**src/rtl/robi_pkg.sv**
```systemverilog
// shared types, widths and helpers for the ray versus oriented box pipeline
package robi_pkg;

  localparam int unsigned DEN_W = 52;
  localparam int unsigned T_W   = 31;
  localparam logic [T_W-1:0] T_MAX = '1;

  typedef enum logic [1:0] {
    KIND_NONE    = 2'd0,
    KIND_POINT   = 2'd1,
    KIND_SEGMENT = 2'd2
  } hit_kind_e;

  typedef struct packed {
    logic den_pos;
    logic den_neg;
    logic num_pos;
  } edge_t;

  function automatic int unsigned num_width(int unsigned frac_bits);
    int unsigned w;
    w = (frac_bits + 31 > 51) ? frac_bits + 31 : 51;
    return w + 2;
  endfunction

endpackage

```
**src/rtl/robi_clip.sv**
```systemverilog
// four clipping stages, one box edge per stage; the last stage register drives the result
module robi_clip (
  input  logic                             clk_i,
  input  logic                             rst_ni,
  input  logic                             en_i,
  input  logic                             valid_i,
  input  robi_pkg::edge_t [3:0]            edge_i,
  input  logic [3:0][robi_pkg::T_W-1:0]    quot_i,
  input  logic [3:0]                       inexact_i,
  output logic                             valid_o,
  output logic                             hit_o,
  output robi_pkg::hit_kind_e              hit_kind_o,
  output logic [robi_pkg::T_W-1:0]         near_distance_o
);
  import robi_pkg::*;

  typedef struct packed {
    logic           keep;
    logic [T_W-1:0] t0;
    logic [T_W-1:0] t1;
  } clip_t;

  localparam clip_t CLIP_INIT = '{keep: 1'b1, t0: '0, t1: T_MAX};

  function automatic clip_t clip_step(clip_t c, edge_t e, logic [T_W-1:0] q, logic nx);
    clip_t r;
    logic  gt0;
    logic  gt1;
    r   = c;
    gt0 = 1'b0;
    gt1 = 1'b0;
    if (c.keep) begin
      if (e.den_pos) begin
        gt1 = e.num_pos && ((q > c.t1) || ((q == c.t1) && nx));
        gt0 = e.num_pos && ((q > c.t0) || ((q == c.t0) && nx));
        if (gt1) begin
          r.keep = 1'b0;
        end else if (gt0) begin
          r.t0 = q;
        end
      end else if (e.den_neg) begin
        gt0 = e.num_pos || (q < c.t0);
        gt1 = e.num_pos || (q < c.t1);
        if (gt0) begin
          r.keep = 1'b0;
        end else if (gt1) begin
          r.t1 = q;
        end
      end else begin
        r.keep = !e.num_pos;
      end
    end
    return r;
  endfunction

  logic [3:0]            vld_q;
  clip_t                 c_d [4];
  clip_t                 c_q [4];
  edge_t [3:0]           e_q [3];
  logic [3:0][T_W-1:0]   qt_q [3];
  logic [3:0]            nx_q [3];

  always_ff @(posedge clk_i or negedge rst_ni) begin
    if (!rst_ni) begin
      vld_q <= '0;
    end else if (en_i) begin
      vld_q <= {vld_q[2:0], valid_i};
    end
  end

  always_comb begin
    c_d[0] = clip_step(CLIP_INIT, edge_i[0], quot_i[0], inexact_i[0]);
    for (int i = 1; i < 4; i++) begin
      c_d[i] = clip_step(c_q[i-1], e_q[i-1][i], qt_q[i-1][i], nx_q[i-1][i]);
    end
  end

  always_ff @(posedge clk_i) begin
    if (en_i) begin
      c_q     <= c_d;
      e_q[0]  <= edge_i;
      qt_q[0] <= quot_i;
      nx_q[0] <= inexact_i;
      for (int i = 1; i < 3; i++) begin
        e_q[i]  <= e_q[i-1];
        qt_q[i] <= qt_q[i-1];
        nx_q[i] <= nx_q[i-1];
      end
    end
  end

  assign valid_o         = vld_q[3];
  assign hit_o           = c_q[3].keep;
  assign hit_kind_o      = !c_q[3].keep ? KIND_NONE :
                           (c_q[3].t1 > c_q[3].t0) ? KIND_SEGMENT : KIND_POINT;
  assign near_distance_o = c_q[3].keep ? c_q[3].t0 : '0;

endmodule

```
**config.mk**
```make
export PLATFORM = sky130hd
export DESIGN_NAME = robi_clip
export DESIGN_NICKNAME = d
export VERILOG_FILES = /design/src/rtl/robi_pkg.sv /design/src/rtl/robi_clip.sv
export SDC_FILE = /design/constraint.sdc
export NUM_CORES = 1
export LEC_CHECK = 0
export BUFFER_PORTS_ARGS = -buffer_cell sky130_fd_sc_hd__buf_2
export CAP_MARGIN = 25
export CORE_ASPECT_RATIO = 1.75
export CORE_MARGIN = 3
export CORE_UTILIZATION = 57
export DETAILED_ROUTE_END_ITERATION = 8
export PLACE_DENSITY = 0.76
export SYNTH_ARGS = -nofsm -noshare
export SYNTH_HDL_FRONTEND = slang
export SYNTH_SLANG_ARGS = --single-unit
```
**constraint.sdc**
```tcl
create_clock -name clk_i -period 3.21 [get_ports clk_i]
set_clock_uncertainty 0.15 [all_clocks]
set_input_delay 0.642 -clock clk_i [delete_from_list [all_inputs] [get_ports clk_i]]
set_output_delay 0.642 -clock clk_i [all_outputs]
set_load 0.01 [all_outputs]
```
==> flow_metrics.tcl <==
set metrics [dict create \
    fillers 2562 \
    slew_violations 0 \
    synth-simple-area-share_pct 7.66 \
    ys_async_sr_fraction_pct 0.858 \
    htreeDepth 2 \
    synth_adder_area_share_pct 11.9 \
    ys_types 62 \
    postLayoutCellArea_mm2 0.0281 \
    synthesis.nets 1974 \
    cts_tree "built" \
    finalHoldViolations 0 \
    dieArea_mm2 0.0427 \
    grt_max_degree 127 \
    clock-sinks 466 \
    synth_top_family_by_area "adder cells" \
    whs_path_depth 1 \
    start_kind "flip-flop" \
    p_per_area_mw_per_mm2 511 \
    synth_warnings 0 \
    synth_area_per_cell_um2 14.2 \
    path_cells "ha_4 > nand4_1 > or3_4 > o21ai_1 > a21oi_2 > o21ai_1 > a41o_1 > buf_2" \
    status "finished with violations" \
    rsz0062_at_grt "yes" \
    io_pins 179 \
    io_buffers 178 \
    ys_top_cells_by_count "462 x edfxtp_1, 223 x inv_1, 217 x ha_1" \
    synth-seq-cells 466 \
    r2r_start "qt_q[0][202]$_DFFE_PP_" \
    clk_latency_ns 0.55 \
    drt_iter0_drc 858 \
    leakagePower_uw 0.0119 \
    peakVddDrop_uv 448 \
    max_freq_mhz 293 \
    initial_core_util_pct 58.1 \
    reg2reg_depth 10 \
    clk_pin_slew_ns 0.07 \
    die-height_um 271 \
    num_vias 14000 \
    clkPwrFrac_pct 34.7 \
    cts_root_buf "clkbuf_16" \
    route.met2.wl_mm 27.1 \
    synth_compound_area_share_pct 5.27 \
    critical_path_required_ns 2.42 \
    drv_cap 0 \
    crit_buf_inv 1 \
    coreArea_mm2 0.0394 \
    cts_buffers 42 \
    final_antenna_net_count 0 \
    crit_path_top_delay_cell "edfxtp_1" \
    antenna_found_initial 0 \
    p_int_uw 11000 \
    wl_met1_mm 18.4 \
    synth_mux_area_share_pct 9.68 \
    grt-ovfl-total 0 \
    yosys.area.top_type "edfxtp_1" \
    synth_ff_type "edfxtp_1" \
    tightest_slew_ns 0.985 \
    min_from "quot_i[39]" \
    area_delta_synth_final_pct 22.9 \
    dp_hpwl_mm 35.0 \
    routed_wl_mm 50.9 \
    grt_pass1_vias 14300 \
    critPathKind "reg2out" \
    sw_frac_of_total_pct 23.4 \
    synth_edf_count 462 \
    finalWorstSetupSlack_ns -0.203 \
    min_to "qt_q[0][39]$_DFFE_PP_" \
    worstPathArrival_ns 2.62 \
    cpPeakStageDelay_ns 0.42 \
    die_w_um 157 \
    placed_cell_area_mm2 0.0249 \
    crit_top_cell "o21ai_1" \
    place_congestion 0.945 \
    regToRegEndpoint "c_q[122]$_DFFE_PP_" \
    netlist.area_leader.share_pct 60.6 \
    relSlewSlack_pct 34.3 \
    grt_pass1_wl_mm 74.8 \
    p_total_uw 14400 \
    yosysMostFrequentCell "edfxtp_1" \
    hold_path_class "in2reg" \
    critical_path_peak_fanout 2 \
    placementRows 96 \
    critPathTopFamily "simple AND/OR/NAND/NOR gates" \
    fin_cells 2479 \
    grt_use_total_pct 22.7 \
    synth.area.top_cells "edfxtp_1 61%, ha_1 12%, mux2_2 6.6%, inv_1 3.7%, and2_1 1.7%" \
    yosysSeqAreaShare_pct 61.1 \
    vias_per_cell 5.65 \
    synthCells 1613 \
    firstDrtPassIters 5 \
    r2r_slack_ns -0.14 \
    worstSetupEndpointType "output port" \
    final_layout_size_suffix_gt1_share_pct 33.2 \
    wl_per_cell_um 20.5 \
    route.met3.wl_mm 1.94 \
    ctsLongestPathBuffers 3 \
    combPwrFrac_pct 12.9 \
    place_inst 2325 \
    final_util_pct 71.4 \
    setup_viol 128 \
    violations "setup timing" \
    antenna_cells 0 \
    layout_min_cycle_time_ns 3.41 \
    route.detailed.drc 0 \
    yosys.area_share.xor_xnor_pct 0 \
    syn_area_mm2 0.0229 \
    switchingPower_uw 3360 \
    routed.top_layer "met4" \
    fin_nets 2317 \
    period_share_pct 106 \
    seq_power_share_pct 52.4 \
]
power groups by stage:
stage | sequential [µW] | clock, µW | combinational (µW)
finish | 7530 | 5000 | 1860
global route | 7560 | 5360 | 2050
CTS | 7510 | 5090 | 1670
detailed placement | 7640 | 0 | 1520
global placement | 7630 | 0 | 1460
floorplan | 7490 | 0 | 924
area by class of cell:
type | instances | area, µm² | share of cell area (%)
clock inverters | 23 | 246 | 0.876
multi-input cells | 897 | 8870 | 31.5
well taps | 490 | 613 | 2.18
inverters | 223 | 837 | 2.98
repair buffers | 326 | 2450 | 8.72
flip-flops and latches | 466 | 14000 | 49.7
clock buffers | 54 | 1140 | 4.04
placed cells by master (no fill, tap or decap), drive strengths merged, types with 3 or more instances in the layout:
master,n
a2111oi,3
a211oi,10
a21boi,6
a21o,20
a21oi,78
a221oi,5
and2,63
and3,4
and4,6
buf,319
bufinv,4
clkbuf,60
clkinv,12
clkinvlp,3
dfrtp,4
edfxtp,462
ha,217
inv,227
mux2,190
nand2,50
nand2b,34
nand3,25
nand3b,7
nand4,47
nor2,26
nor2b,5
nor3,11
nor3b,4
nor4,16
o211ai,6
o21a,3
o21ai,35
o31ai,4
through the flow:
step	setup slack, ns	hold WS (ns)	TNS [ns]
after global routing	-0.332	0.0945	-19.37
after floorplan	0.249	0.196	0
final	-0.203	0.110	-8.05
after global placement	-0.0911	0.250	-2.57
after CTS	-0.249	0.0850	-8.45
after detailed placement	-0.146	0.255	-7.22
worst register-to-register path, delay by kind of cell, from the launching register on:
family                   cells  cell delay, ns
adder cells (fa/ha/maj)      1            0.35
multiplexers                 1            0.30
AO/OA/AOI/OAI                5            1.25
buffers and inverters        2            0.36
flip-flops                   1            0.50
AND/OR/NAND/NOR              1            0.17
registers in the layout, summed over array words and instances, names as in the netlist:
register	count
c_q	251
qt_q	186
e_q	18
nx_q	6
vld_q	4
hit_o	1
worst max-delay path by stage:
stage,from,end,slack (ns),cells after the start
after floorplan,qt_q[0][357]$_DFFE_PP_,c_q[31]$_DFFE_PP_,0.25,9
after global placement,qt_q[0][357]$_DFFE_PP_,c_q[42]$_DFFE_PP_,-0.09,9
after detailed placement,qt_q[0][357]$_DFFE_PP_,c_q[50]$_DFFE_PP_,-0.15,9
after CTS,c_q[20]$_DFFE_PP_,hit_kind_o[1],-0.25,8
after global routing,c_q[52]$_DFFE_PP_,hit_kind_o[0],-0.33,10
final,c_q[20]$_DFFE_PP_,hit_kind_o[1],-0.20,8
layer usage:
| layer | GRT usage [%] | vias to the layer above |
|---|---|---|
| met4 | 12.8 | 0 |
| met5 | 0 | - |
| met3 | 2.37 | 169 |
| li1 | - | 6671 |
| met2 | 40.6 | 434 |
| met1 | 25.9 | 6742 |
logic make-up (layout without fill, tap and decap cells):
| group | after synthesis | count (layout) |
|---|---|---|
| mux | 190 | 190 |
| flops | 466 | 466 |
| compound gates | 187 | 187 |
| buf+inv | 250 | 626 |
| fa+ha+maj | 217 | 217 |
| simple gates | 303 | 303 |
timing repair:
| action | in CTS | in global routing |
|---|---|---|
| cloned | 8 | 9 |
| hold buffers | 1 | 0 |
| gates resized for setup | 90 | 142 |
| buffers inserted | 28 | 37 |
| endpoints found under the hold margin | 4 | 0 |
| pin swaps | 36 | 43 |
| setup endpoints to repair | 126 | 188 |
Note: power is estimated with default switching activity, not from simulation.
